<file path="src/rtl/sfs_pkg.sv">
package sfs_pkg;

	// Field and register widths
	localparam int TIME_W     = 48;
	localparam int DELTA_W    = 24;
	localparam int FRAME_W    = 12;
	localparam int PERIOD_W   = 32;
	localparam int MODE_W     = 3;
	localparam int QUO_W      = 16;
	localparam int MODDIV_W   = FRAME_W + 1;
	localparam int CFG_IDX_W  = 2;
	localparam int CFG_DATA_W = 32;

	// Divider pass lengths
	localparam int DIV_STEPS = TIME_W;
	localparam int MOD_STEPS = QUO_W;
	localparam int STEP_W    = $clog2(DIV_STEPS);

	// Register indexes
	localparam logic [CFG_IDX_W-1:0] CFG_FRAME_COUNT  = 2'd0;
	localparam logic [CFG_IDX_W-1:0] CFG_FRAME_PERIOD = 2'd1;
	localparam logic [CFG_IDX_W-1:0] CFG_PLAY_MODE    = 2'd2;

	// Play modes
	localparam logic [MODE_W-1:0] MODE_NORMAL    = 3'd0;
	localparam logic [MODE_W-1:0] MODE_REVERSE   = 3'd1;
	localparam logic [MODE_W-1:0] MODE_LOOP      = 3'd2;
	localparam logic [MODE_W-1:0] MODE_LOOP_REV  = 3'd3;
	localparam logic [MODE_W-1:0] MODE_PING_PONG = 3'd4;

	// Controller to datapath commands
	typedef struct packed {
		logic acc;        // add delta into the accumulator
		logic load_main;  // load elapsed / period division
		logic load_mod;   // load quotient / frame modulus division
		logic step;       // one restoring division step
		logic frame_zero; // single frame: force frame 0
		logic map;        // map quotient or remainder to frame
		logic out_load;   // move current frame into output register
	} sfs_cmd_t;

	// Datapath to controller status
	typedef struct packed {
		logic enabled;  // frame count and period both nonzero
		logic single;   // exactly one frame
		logic need_mod; // mode uses a modulo of the quotient
	} sfs_stat_t;

endpackage

</file>
<file path="src/rtl/sfs_in_if.sv">
interface sfs_in_if;
	import sfs_pkg::*;

	logic               valid;
	logic               ready;
	logic [DELTA_W-1:0] time_delta;

	modport source (output valid, output time_delta, input ready);
	modport sink (input valid, input time_delta, output ready);
endinterface

</file>
<file path="src/rtl/sfs_out_if.sv">
interface sfs_out_if;
	import sfs_pkg::*;

	logic               valid;
	logic               ready;
	logic [FRAME_W-1:0] frame_sel;

	modport source (output valid, output frame_sel, input ready);
	modport sink (input valid, input frame_sel, output ready);
endinterface

</file>
<file path="src/rtl/sfs_cfg_if.sv">
interface sfs_cfg_if;
	import sfs_pkg::*;

	logic                  valid;
	logic                  ready;
	logic [CFG_IDX_W-1:0]  index;
	logic [CFG_DATA_W-1:0] data;

	modport source (output valid, output index, output data, input ready);
	modport sink (input valid, input index, input data, output ready);
endinterface

</file>
<file path="src/rtl/sprite_frame_sequencer.sv">
// Flow: an input beat is taken in idle; a disabled update or a single frame goes straight
// to the output; otherwise the shared restoring divider runs 48 steps for the quotient,
// and loop, loop-reverse and ping-pong modes add 16 steps for the modulo before mapping.
// One item in flight: the next input beat is taken once the result is loaded into the
// output register, and that load waits while an earlier output beat is still held.
// Reset (arst_n low): configuration registers, accumulator and frame clear to zero, output idle.
module sprite_frame_sequencer (
	input logic   clk,
	input logic   arst_n,
	sfs_cfg_if.sink   cfg,
	sfs_in_if.sink    item,
	sfs_out_if.source result
);
	import sfs_pkg::*;

	sfs_cmd_t  cmd;
	sfs_stat_t stat;

	// Register writes are taken at any time
	assign cfg.ready = 1'b1;

	sfs_ctrl u_ctrl (
		.clk       (clk),
		.arst_n    (arst_n),
		.in_valid  (item.valid),
		.in_ready  (item.ready),
		.out_valid (result.valid),
		.out_ready (result.ready),
		.stat      (stat),
		.cmd       (cmd)
	);

	sfs_datapath u_datapath (
		.clk         (clk),
		.arst_n      (arst_n),
		.cfg_we      (cfg.valid),
		.cfg_idx     (cfg.index),
		.cfg_data    (cfg.data),
		.time_delta  (item.time_delta),
		.cmd         (cmd),
		.stat        (stat),
		.frame_sel   (result.frame_sel)
	);
endmodule

</file>
<file path="src/rtl/sfs_ctrl.sv">
module sfs_ctrl (
	input  logic               clk,
	input  logic               arst_n,
	input  logic               in_valid,
	output logic               in_ready,
	output logic               out_valid,
	input  logic               out_ready,
	input  sfs_pkg::sfs_stat_t stat,
	output sfs_pkg::sfs_cmd_t  cmd
);
	import sfs_pkg::*;

	typedef enum logic [2:0] {
		ST_IDLE,
		ST_DECIDE,
		ST_DIV,
		ST_MOD_LOAD,
		ST_MOD,
		ST_MAP,
		ST_DONE
	} state_t;

	state_t            state_q;
	logic [STEP_W-1:0] cnt_q;
	logic              out_valid_q;
	logic              out_free;

	assign in_ready  = (state_q == ST_IDLE);
	assign out_valid = out_valid_q;
	assign out_free  = !out_valid_q || out_ready;

	// Decode commands from the current state
	always_comb begin
		cmd = '0;
		unique case (state_q)
			ST_IDLE:     cmd.acc = in_valid;
			ST_DECIDE: begin
				cmd.frame_zero = stat.enabled && stat.single;
				cmd.load_main  = stat.enabled && !stat.single;
			end
			ST_DIV:      cmd.step = 1'b1;
			ST_MOD_LOAD: cmd.load_mod = 1'b1;
			ST_MOD:      cmd.step = 1'b1;
			ST_MAP:      cmd.map = 1'b1;
			ST_DONE:     cmd.out_load = out_free;
			default:     cmd = '0;
		endcase
	end

	// Sequence one item and hold the output beat until taken
	always_ff @(posedge clk or negedge arst_n) begin
		if (!arst_n) begin
			state_q     <= ST_IDLE;
			cnt_q       <= '0;
			out_valid_q <= 1'b0;
		end else begin
			if (cmd.out_load)
				out_valid_q <= 1'b1;
			else if (out_ready)
				out_valid_q <= 1'b0;
			unique case (state_q)
				ST_IDLE: begin
					if (in_valid)
						state_q <= ST_DECIDE;
				end
				ST_DECIDE: begin
					if (stat.enabled && !stat.single) begin
						cnt_q   <= STEP_W'(DIV_STEPS - 1);
						state_q <= ST_DIV;
					end else begin
						state_q <= ST_DONE;
					end
				end
				ST_DIV: begin
					cnt_q <= cnt_q - 1'b1;
					if (cnt_q == '0)
						state_q <= stat.need_mod ? ST_MOD_LOAD : ST_MAP;
				end
				ST_MOD_LOAD: begin
					cnt_q   <= STEP_W'(MOD_STEPS - 1);
					state_q <= ST_MOD;
				end
				ST_MOD: begin
					cnt_q <= cnt_q - 1'b1;
					if (cnt_q == '0)
						state_q <= ST_MAP;
				end
				ST_MAP: state_q <= ST_DONE;
				ST_DONE: begin
					if (out_free)
						state_q <= ST_IDLE;
				end
				default: state_q <= ST_IDLE;
			endcase
		end
	end
endmodule

</file>
<file path="src/rtl/sfs_datapath.sv">
module sfs_datapath (
	input  logic                           clk,
	input  logic                           arst_n,
	input  logic                           cfg_we,
	input  logic [sfs_pkg::CFG_IDX_W-1:0]  cfg_idx,
	input  logic [sfs_pkg::CFG_DATA_W-1:0] cfg_data,
	input  logic [sfs_pkg::DELTA_W-1:0]    time_delta,
	input  sfs_pkg::sfs_cmd_t              cmd,
	output sfs_pkg::sfs_stat_t             stat,
	output logic [sfs_pkg::FRAME_W-1:0]    frame_sel
);
	import sfs_pkg::*;

	logic [FRAME_W-1:0]  frame_count_q;
	logic [PERIOD_W-1:0] frame_period_q;
	logic [MODE_W-1:0]   play_mode_q;

	logic [TIME_W-1:0]   elapsed_q;
	logic [FRAME_W-1:0]  frame_q;
	logic [FRAME_W-1:0]  out_frame_q;

	logic [TIME_W-1:0]   dvd_q;
	logic [PERIOD_W-1:0] dsr_q;
	logic [PERIOD_W-1:0] rem_q;
	logic [QUO_W-1:0]    quo_q;

	logic [TIME_W:0]     sum;
	logic [PERIOD_W:0]   trial;
	logic                fits;
	logic [MODDIV_W-1:0] mod_div;
	logic [FRAME_W-1:0]  last;
	logic [MODDIV_W-1:0] r;
	logic [FRAME_W-1:0]  mapped;

	assign stat.enabled  = (frame_count_q != '0) && (frame_period_q != '0);
	assign stat.single   = (frame_count_q == FRAME_W'(1));
	assign stat.need_mod = (play_mode_q == MODE_LOOP) || (play_mode_q == MODE_LOOP_REV)
		|| (play_mode_q == MODE_PING_PONG);

	assign frame_sel = out_frame_q;

	// Configuration registers
	always_ff @(posedge clk or negedge arst_n) begin
		if (!arst_n) begin
			frame_count_q  <= '0;
			frame_period_q <= '0;
			play_mode_q    <= MODE_NORMAL;
		end else if (cfg_we) begin
			unique case (cfg_idx)
				CFG_FRAME_COUNT:  frame_count_q  <= cfg_data[FRAME_W-1:0];
				CFG_FRAME_PERIOD: frame_period_q <= cfg_data[PERIOD_W-1:0];
				CFG_PLAY_MODE:    play_mode_q    <= cfg_data[MODE_W-1:0];
				default: ;
			endcase
		end
	end

	// Saturating accumulate
	assign sum = {1'b0, elapsed_q} + {{(TIME_W - DELTA_W + 1){1'b0}}, time_delta};

	// One restoring division step
	assign trial = {rem_q, dvd_q[TIME_W-1]};
	assign fits  = (trial >= {1'b0, dsr_q});

	// Modulus for loop modes; ping-pong cycles over 2n-2
	always_comb begin
		if (play_mode_q == MODE_PING_PONG)
			mod_div = {frame_count_q, 1'b0} - MODDIV_W'(2);
		else
			mod_div = {1'b0, frame_count_q};
	end

	// Map quotient or remainder to a frame
	assign last = frame_count_q - 1'b1;
	assign r    = rem_q[MODDIV_W-1:0];
	always_comb begin
		unique case (play_mode_q)
			MODE_REVERSE:
				mapped = (quo_q >= {{(QUO_W - FRAME_W){1'b0}}, last})
					? '0 : last - quo_q[FRAME_W-1:0];
			MODE_LOOP:     mapped = r[FRAME_W-1:0];
			MODE_LOOP_REV: mapped = last - r[FRAME_W-1:0];
			MODE_PING_PONG: begin
				if (r >= {1'b0, frame_count_q})
					mapped = FRAME_W'(mod_div - r);
				else
					mapped = r[FRAME_W-1:0];
			end
			default:
				mapped = (quo_q < {{(QUO_W - FRAME_W){1'b0}}, last})
					? quo_q[FRAME_W-1:0] : last;
		endcase
	end

	// Time and frame state
	always_ff @(posedge clk or negedge arst_n) begin
		if (!arst_n) begin
			elapsed_q <= '0;
			frame_q   <= '0;
		end else begin
			if (cmd.acc)
				elapsed_q <= sum[TIME_W] ? '1 : sum[TIME_W-1:0];
			if (cmd.frame_zero)
				frame_q <= '0;
			else if (cmd.map)
				frame_q <= mapped;
		end
	end

	// Divider registers and output register
	always_ff @(posedge clk) begin
		if (cmd.load_main) begin
			dvd_q <= elapsed_q;
			dsr_q <= frame_period_q;
			rem_q <= '0;
		end else if (cmd.load_mod) begin
			dvd_q <= {quo_q, {(TIME_W - QUO_W){1'b0}}};
			dsr_q <= {{(PERIOD_W - MODDIV_W){1'b0}}, mod_div};
			rem_q <= '0;
		end else if (cmd.step) begin
			dvd_q <= {dvd_q[TIME_W-2:0], 1'b0};
			rem_q <= fits ? PERIOD_W'(trial - {1'b0, dsr_q}) : trial[PERIOD_W-1:0];
			quo_q <= {quo_q[QUO_W-2:0], fits};
		end
		if (cmd.out_load)
			out_frame_q <= frame_q;
	end
endmodule

</file>
<file path="src/flat_wrapper.sv">
// flat-port wrapper written by rule: the top's interface ports become plain ports
module sprite_frame_sequencer_flat import sfs_pkg::*;
  (clk, arst_n, cfg_valid, cfg_index, cfg_data, cfg_ready, item_valid, item_time_delta, item_ready, result_valid, result_frame_sel, result_ready);
  sfs_cfg_if cfg_i ();
  sfs_in_if item_i ();
  sfs_out_if result_i ();
  input logic clk;
  input logic arst_n;
  input wire logic [$bits(cfg_i.valid)-1:0] cfg_valid;
  input wire logic [$bits(cfg_i.index)-1:0] cfg_index;
  input wire logic [$bits(cfg_i.data)-1:0] cfg_data;
  output wire logic [$bits(cfg_i.ready)-1:0] cfg_ready;
  input wire logic [$bits(item_i.valid)-1:0] item_valid;
  input wire logic [$bits(item_i.time_delta)-1:0] item_time_delta;
  output wire logic [$bits(item_i.ready)-1:0] item_ready;
  output wire logic [$bits(result_i.valid)-1:0] result_valid;
  output wire logic [$bits(result_i.frame_sel)-1:0] result_frame_sel;
  input wire logic [$bits(result_i.ready)-1:0] result_ready;
  assign cfg_i.valid = cfg_valid;
  assign cfg_i.index = cfg_index;
  assign cfg_i.data = cfg_data;
  assign cfg_ready = cfg_i.ready;
  assign item_i.valid = item_valid;
  assign item_i.time_delta = item_time_delta;
  assign item_ready = item_i.ready;
  assign result_valid = result_i.valid;
  assign result_frame_sel = result_i.frame_sel;
  assign result_i.ready = result_ready;
  sprite_frame_sequencer u_core (.clk(clk), .arst_n(arst_n), .cfg(cfg_i), .item(item_i), .result(result_i));
endmodule
</file>
<file path="config.mk">
export PLATFORM = sky130hd
export DESIGN_NAME = sprite_frame_sequencer_flat
export DESIGN_NICKNAME = d
export VERILOG_FILES = /design/src/rtl/sfs_pkg.sv /design/src/rtl/sfs_in_if.sv /design/src/rtl/sfs_out_if.sv /design/src/rtl/sfs_cfg_if.sv /design/src/rtl/sprite_frame_sequencer.sv /design/src/rtl/sfs_ctrl.sv /design/src/rtl/sfs_datapath.sv /design/src/flat_wrapper.sv
export SDC_FILE = /design/constraint.sdc
export NUM_CORES = 1
export LEC_CHECK = 0
export BUFFER_PORTS_ARGS = -buffer_cell sky130_fd_sc_hd__buf_2
export CAP_MARGIN = 25
export CORE_MARGIN = 8
export CORE_UTILIZATION = 60
export CTS_CLUSTER_SIZE = 8
export DETAILED_ROUTE_END_ITERATION = 6
export GPL_TIMING_DRIVEN = 1
export PLACE_DENSITY = 0.78
export SYNTH_ARGS = -nofsm -noshare
export SYNTH_HDL_FRONTEND = slang
export SYNTH_HIERARCHICAL = 1
export SYNTH_SLANG_ARGS = --single-unit
</file>
<file path="constraint.sdc">
create_clock -name clk -period 4.6 [get_ports clk]
set_input_delay 0.92 -clock clk [delete_from_list [all_inputs] [get_ports clk]]
set_output_delay 0.92 -clock clk [all_outputs]
set_load 0.03 [all_outputs]
</file>
==> out/qor.txt, run 1 <==
P_sw -> 6.103 mW
Most frequent cells in the layout -> nand2_1, nor2_1, o21ai_0
Global-route wire length before repair -> 68680 µm
Synth area leaders -> edfxtp_1, dfrtp_1, ha_1
IO buf count -> 76
Layout Area Growth over Synthesis -> 11.34%
Number of global-route vias before repair -> 13220
Worst Hold Depth -> 0
Post-cts hold buffer count -> 0
Post-CTS setup buffers -> 0
Worst-path clk slew -> 0.05 ns
DIE AREA -> 32970 µm²
Clk root buf -> clkbuf_16
CP max stage cell -> nor2_1
Post-route clock period utilization -> 88.30%
Share of the synthesized area in the top cell type -> 19.71%
Initial antenna violation count -> 3
Worst r2r src -> u_core/u_datapath/play_mode_q[1]
HP Start -> u_core/u_datapath/frame_q[6]
Hold WC Path Type -> flop to flop
Fin crit period -> 4.062 ns
Worst path cell trace -> nor2_1 > nand2_1 > a21oi_1 > inv_1 > ha_1 > nor2b_1 > o31a_1 > o41ai_1 > o21ai_0 > nor2_1 > xor2_1 > o21ai_0 > a211oi_1 > nor3_1
Sequential share of the synthesized area -> 41.41%
Rel. slew slack -> 34.43%
CTS H-Tree Depth -> 2
CTS tree -> done
Seq pwr share -> 30.1%
Endpoint of the worst hold path -> u_core/u_datapath/frame_sel[6]
Critical path type -> flop to flop
PostCTS Resize Cnt -> 0
Worst Skew -> 0.01893 ns
GRT Residual Overflow -> 0
Synth area leader -> edfxtp_1
Yosys warns -> 6
CORE AREA -> 26950 µm²
Ys async rst share -> 45.53%
Cell count after synthesis -> 1755
Avg Vias per Cell -> 6.181
Ys flop type -> dfrtp_1
Slew @ Worst Pin -> 0.9836 ns
Max Slew Vio Count -> 0
Clock Tree Buf Depth -> 3
Overall Global Routing Usage -> 25.24%
Flop and latch count out of synthesis -> 257
Placement Cell Area -> 17220 µm²
DP Wirelength -> 30730 µm
EDFF count, synth -> 108
Residual DRC -> 0
Largest net degree at the start of global routing -> 101
Die span in x -> 181.6 µm
Antenna cells -> 0
Crit Path Max Fanout -> 9
Share of layout cells above drive strength 1 -> 12.05%
P per Cell Area -> 777.5 nW/µm²
Max Cap Viol -> 0
IO Count -> 78
Post-route cell area -> 18320 µm²
Antenna-violating nets left -> 0
CP max stage delay -> 0.51 ns
Internal reg-to-reg setup slack -> 0.54 ns
Status -> finished, final reports clean
Final Hold Fails -> 0
DR WL/cell -> 19.29 µm
Setup TNS -> 0 ns
Total wire length -> 42280 µm
Synth cell types -> 80
Startpoint Class -> flop
Buf/Inv on CP -> 1
Vias -> 13550
P_int -> 8.138 mW
Static leakage -> 7.904 nW
Initial Utilization -> 61.04%
Mapped Avg Cell Area -> 9.374 µm²
Crit-path leading delay family -> compound AO/OA/AOI/OAI gates
Clock power share -> 18.0%
Post-Syn Nets -> 1941
Worst EP required -> 4.99 ns
R2r worst-path depth -> 14
WP data arrival -> 4.45 ns
Finish-stage setup viols -> 0
Reg2reg end -> u_core/u_datapath/frame_q[9]
Fmax achieved -> 246.2 MHz
Drt first-iter violations -> 1384
Cell area after synthesis -> 16450 µm²
CTS Sinks -> 257
Row count -> 60
RSZ-0062 raised after global routing -> false
Die height -> 181.6 µm
CP endpoint kind -> flop
Combinational Power Share -> 51.9%
Worst VDD drop -> 458.3 µV
Switch share -> 42.86%
Num CTS Buffers -> 38
Commonest non-fill, non-tap cell in the layout -> nand2_1
Clk Latency, worst-skew pair -> 0.53 ns
Nets -> 2009
DR pass1 iterations -> 6
Final GP Congestion -> 0.8948
## worst max-delay path by stage
stage	startpoint	endpoint	slack (ns)	depth (start not counted)
after detailed placement	item_time_delta[0]	u_core/u_datapath/elapsed_q[5]	0.65	12
final	u_core/u_datapath/play_mode_q[1]	u_core/u_datapath/frame_q[9]	0.54	14
after global placement	item_time_delta[9]	u_core/u_datapath/elapsed_q[33]	0.57	11
after CTS	u_core/u_datapath/frame_count_q[0]	u_core/u_datapath/frame_q[9]	0.66	16
after floorplan	u_core/u_datapath/frame_count_q[6]	u_core/u_datapath/dvd_q[0]	1.03	10
after global routing	u_core/u_datapath/play_mode_q[1]	u_core/u_datapath/frame_q[11]	0.25	14
## power groups by stage
stage	clock [mW]	sequential (mW)	combinational [mW]
final	2.56	4.29	7.39
after global routing	2.70	4.38	8.19
after CTS	2.61	4.27	7.30
after detailed placement	0	4.28	7.26
after global placement	0	4.27	6.94
after floorplan	0	4.03	5.64
## cell type report
type,count,area [µm²]
multi-input combinational,1309,8944
tap,341,426.7
fill,2126,8635
clock buffer,65,1074
timing repair buffer,101,606.8
sequential,257,6812
clock inverter,3,18.77
inverter,116,435.4
## cells in the mapped netlist (all sizes together), types with 17 or more instances
master,n
mux2,49
mux2i,27
nor2b,18
xnor2,56
nand2b,19
ha,118
inv,116
dfxtp,32
dfrtp,117
a21oi,110
and2,26
nand4,20
nor3,38
nand3,24
nor2,143
and3,23
a22o,32
clkbuf,64
a21o,28
a31oi,47
o21a,17
edfxtp,108
o21ai,142
xor2,35
nand2,162
## state kept, by name, indices dropped and copies added (netlist names)
register,flops
u_core/u_ctrl/cnt_q,6
u_core/u_ctrl/out_valid,1
u_core/u_ctrl/state_q,3
u_core/u_datapath/dsr_q,32
u_core/u_datapath/dvd_q,48
u_core/u_datapath/elapsed_q,48
u_core/u_datapath/frame_count_q,12
u_core/u_datapath/frame_period_q,32
u_core/u_datapath/frame_q,12
u_core/u_datapath/frame_sel,12
u_core/u_datapath/play_mode_q,3
u_core/u_datapath/quo_q,16
u_core/u_datapath/rem_q,32
## routing by layer
metal,vias up,GRT usage [%],wire [µm]
met1,6473,34.88,19250
met3,80,4.232,2888
met2,460,40.44,19210
met5,-,0,41
met4,6,7.019,892
li1,6530,-,-
## metrics by stage
| stage | power, mW | std cells | setup WS [ns] | utilization, % | hold slack [ns] |
|---|---|---|---|---|---|
| after floorplan | 9.678 | 1755 | 1.029 | - | 0.4248 |
| after global placement | 11.21 | 2119 | 0.5743 | 63.64 | 0.4341 |
| after detailed placement | 11.54 | 2123 | 0.6479 | 63.88 | 0.4378 |
| after CTS | 14.18 | 2191 | 0.6591 | 67.93 | 0.4501 |
| after global routing | 15.27 | 2192 | 0.2498 | 67.96 | 0.4662 |
| final | 14.24 | 2192 | 0.5383 | 67.96 | 0.4492 |
## cell families (layout without fill, tap and decap cells)
kind of cell    Yosys count  in the layout  synth area share [%]
mux                      76             76                 4.997
simple gates            530            530                 15.80
flops                   257            257                 41.41
other cells               1              1               0.02280
buf+inv                 189            285                 4.396
xor+xnor                 91             91                 4.890
compound gates          488            488                 18.90
fa+ha+maj               123            123                 9.583
Note: power is estimated with default switching activity, not from simulation.
==> inputs of run 2 (changes only) <==
ABC_AREA = 0   (was not set)
CELL_PAD_IN_SITES_DETAIL_PLACEMENT = 0   (was not set)
CELL_PAD_IN_SITES_GLOBAL_PLACEMENT = 1   (was not set)
CORE_UTILIZATION = 49   (was 60)
PLACE_DENSITY = not set   (was 0.78)
PLACE_DENSITY_LB_ADDON = 0.1   (was not set)
SLEW_MARGIN = 20   (was not set)
==> out/qor.txt, run 2 (synthesis gave the netlist of run 1 again) <==
Seq pwr share -> 30.2% (about the same)
Commonest non-fill, non-tap cell in the layout -> nand2_1
Most frequent cells in the layout -> nand2_1, nor2_1, o21ai_0
Max Slew Vio Count -> 0 (unchanged)
Final Power -> 14.19 mW (-0.36%)
Buf/Inv on CP -> 1 (unchanged)
Post-route clock period utilization -> 85.12% (-3.2 points)
CTS tree -> done
Worst Skew -> 0.01702 ns (-0.001903 ns)
P_sw -> 6.068 mW (-0.58%)
Rel. slew slack -> 32.31% (-2.1 points)
Residual DRC -> 0 (unchanged)
CP max stage cell -> dfrtp_1
Critical path type -> flop to flop
Die span in x -> 199.2 µm (+9.7%)
Status -> finished, final reports clean
RSZ-0062 raised after global routing -> false
GR peak layer -> met2
Placed Cells -> 2235 (+5.3%)
Combinational Power Share -> 51.6% (-0.3 points)
Antenna cells -> 0 (unchanged)
Post-CTS setup buffers -> 0 (unchanged)
Avg Vias per Cell -> 5.765 (-6.7%)
Finish-stage setup viols -> 0 (unchanged)
Worst path most repeated cell -> nand2_1
CTS Sinks -> 257 (unchanged)
Post-route cell area -> 18470 µm² (+0.81%)
Static leakage -> 7.913 nW (+0.12%)
P_int -> 8.121 mW (-0.20%)
Clock power share -> 18.2% (+0.2 points)
Final Util -> 55.48% (-12 points)
Grt met2 use -> 34.53% (-5.9 points)
Layout fillers -> 3028 (+42%)
GR Util met1 -> 31.18% (-3.7 points)
CP endpoint kind -> flop
Final Hold Fails -> 0 (unchanged)
Num CTS Buffers -> 38 (unchanged)
CORE AREA -> 33280 µm² (+23%)
Initial Utilization -> 49.43% (-12 points)
Worst setup margin -> 0.6844 ns (+0.1461 ns)
Biggest regs -> u_core/u_datapath/dvd_q x48, u_core/u_datapath/elapsed_q x48
Worst VDD drop -> 412.5 µV (-10%)
Vias -> 13270 (-2.1%)
Total wire length -> 43800 µm (+3.6%)
Setup TNS -> 0 ns (unchanged)
Layout Area Growth over Synthesis -> 12.25%
Number of global-route vias before repair -> 12770 (-3.4%)
IO Count -> 78 (unchanged)
P per Cell Area -> 768.4 nW/µm² (-1.2%)
Final GP Congestion -> 0.9005 (+0.64%)
Startpoint Class -> flop
Max Cap Viol -> 0 (unchanged)
Hold Slack -> 0.4420 ns (-0.007198 ns)
Initial antenna violation count -> 3 (unchanged)
CTS H-Tree Depth -> 2 (unchanged)
Worst EP required -> 5.05 ns (+0.06 ns)
Fin crit period -> 3.916 ns (-0.1461 ns)
Crit-path leading delay family -> compound AO/OA/AOI/OAI gates
Die height -> 199.2 µm (+9.7%)
CP max stage delay -> 0.48 ns (-0.03 ns)
Drt first-iter violations -> 835 (-40%)
Clk root buf -> clkbuf_16
IO buf count -> 76 (unchanged)
Global routing met3 resource utilization -> 4.025% (-0.21 points)
Overall Global Routing Usage -> 22.09% (-3.2 points)
Clk Latency, worst-skew pair -> 0.52 ns (about the same)
Post-cts hold buffer count -> 0 (unchanged)
PostCTS Resize Cnt -> 0 (unchanged)
Switch share -> 42.76% (-0.093 points)
Worst-path clk slew -> 0.05 ns (about the same)
DP Wirelength -> 32190 µm (+4.8%)
Pre-CTS setup slack -> 0.6937 ns (+0.04581 ns)
Nets -> 2013 (+0.20%)
Hold WC Path Type -> input pin to asynchronous set/reset pin
GRT Residual Overflow -> 0 (unchanged)
Share of layout cells above drive strength 1 -> 12.35% (+0.30 points)
Row count -> 67 (+12%)
Worst path cell trace -> nor2_1 > nand2_1 > buf_4 > nand2_1 > o21ai_0 > ha_1 > o21a_1 > o31a_1 > o41ai_1 > o21ai_0 > nor4_1 > or3_1 > nand2_1 > o311a_1 > o21ai_1
Internal reg-to-reg setup slack -> 0.68 ns (+0.15 ns)
Non-Filler Instances -> 2302 (+5.0%)
Crit Path Max Fanout -> 17 (+8)
Fmax achieved -> 255.4 MHz (+3.7%)
Largest net degree at the start of global routing -> 101 (unchanged)
Slew @ Worst Pin -> 1.015 ns (+0.03174 ns)
Global-route wire length before repair -> 69800 µm (+1.6%)
DIE AREA -> 39690 µm² (+20%)
Placement Cell Area -> 17370 µm² (+0.86%)
DR pass1 iterations -> 5 (-1)
Clock Tree Buf Depth -> 3 (unchanged)
DR WL/cell -> 19.03 µm (-1.3%)
Antenna-violating nets left -> 0 (unchanged)
WP data arrival -> 4.36 ns (-0.09 ns)
[run 2: worst paths after layout]
check	from	end	cells past startpoint
min in group clk	u_core/u_datapath/frame_q[5]	u_core/u_datapath/frame_sel[5]	0
setup reg to reg	u_core/u_datapath/play_mode_q[1]	u_core/u_datapath/frame_q[11]	15
max in group asynchronous	arst_n	u_core/u_datapath/frame_period_q[20]	2
hold reg to reg	u_core/u_datapath/frame_q[5]	u_core/u_datapath/frame_sel[5]	0
setup / recovery	u_core/u_datapath/play_mode_q[1]	u_core/u_datapath/frame_q[11]	15
hold / removal	arst_n	u_core/u_ctrl/cnt_q[0]	1
[run 2: worst reg2reg max path, stage by stage (launching register included)]
cell     delay [ns]
dfrtp_1        0.48
nor2_1         0.30
nand2_1        0.28
buf_4          0.28
nand2_1        0.07
o21ai_0        0.11
ha_1           0.35
o21a_1         0.20
o31a_1         0.14
o41ai_1        0.45
o21ai_0        0.23
nor4_1         0.31
or3_1          0.19
nand2_1        0.05
o311a_1        0.32
o21ai_1        0.07
[run 2: metal layers]
layer / routed length, µm / part of all wire, % / vias up
met5: 41 / 0.094 / -
met4: 829 / 1.9 / 6
met3: 2248 / 5.1 / 57
met2: 19710 / 45 / 275
met1: 20980 / 48 / 6391
li1: - / - / 6541
[run 2: cell type report]
type | count | area (µm²) | area share, %
clock inverter | 2 | 13.76 | 0.07454
inverter | 116 | 435.4 | 2.358
sequential | 257 | 6812 | 36.89
tap | 448 | 560.5 | 3.036
multi-input combinational | 1309 | 8947 | 48.46
timing repair buffer | 105 | 613.1 | 3.320
clock buffer | 65 | 1084 | 5.868
[run 2: power groups by stage]
stage	combinational, mW	clock, mW	sequential [mW]
2_1_floorplan	5.64	0	4.03
3_3_place_gp	7.20	0	4.30
3_5_place_dp	7.29	0	4.30
4_1_cts	7.33	2.66	4.28
5_1_grt	8.20	2.75	4.39
6_report	7.32	2.58	4.29
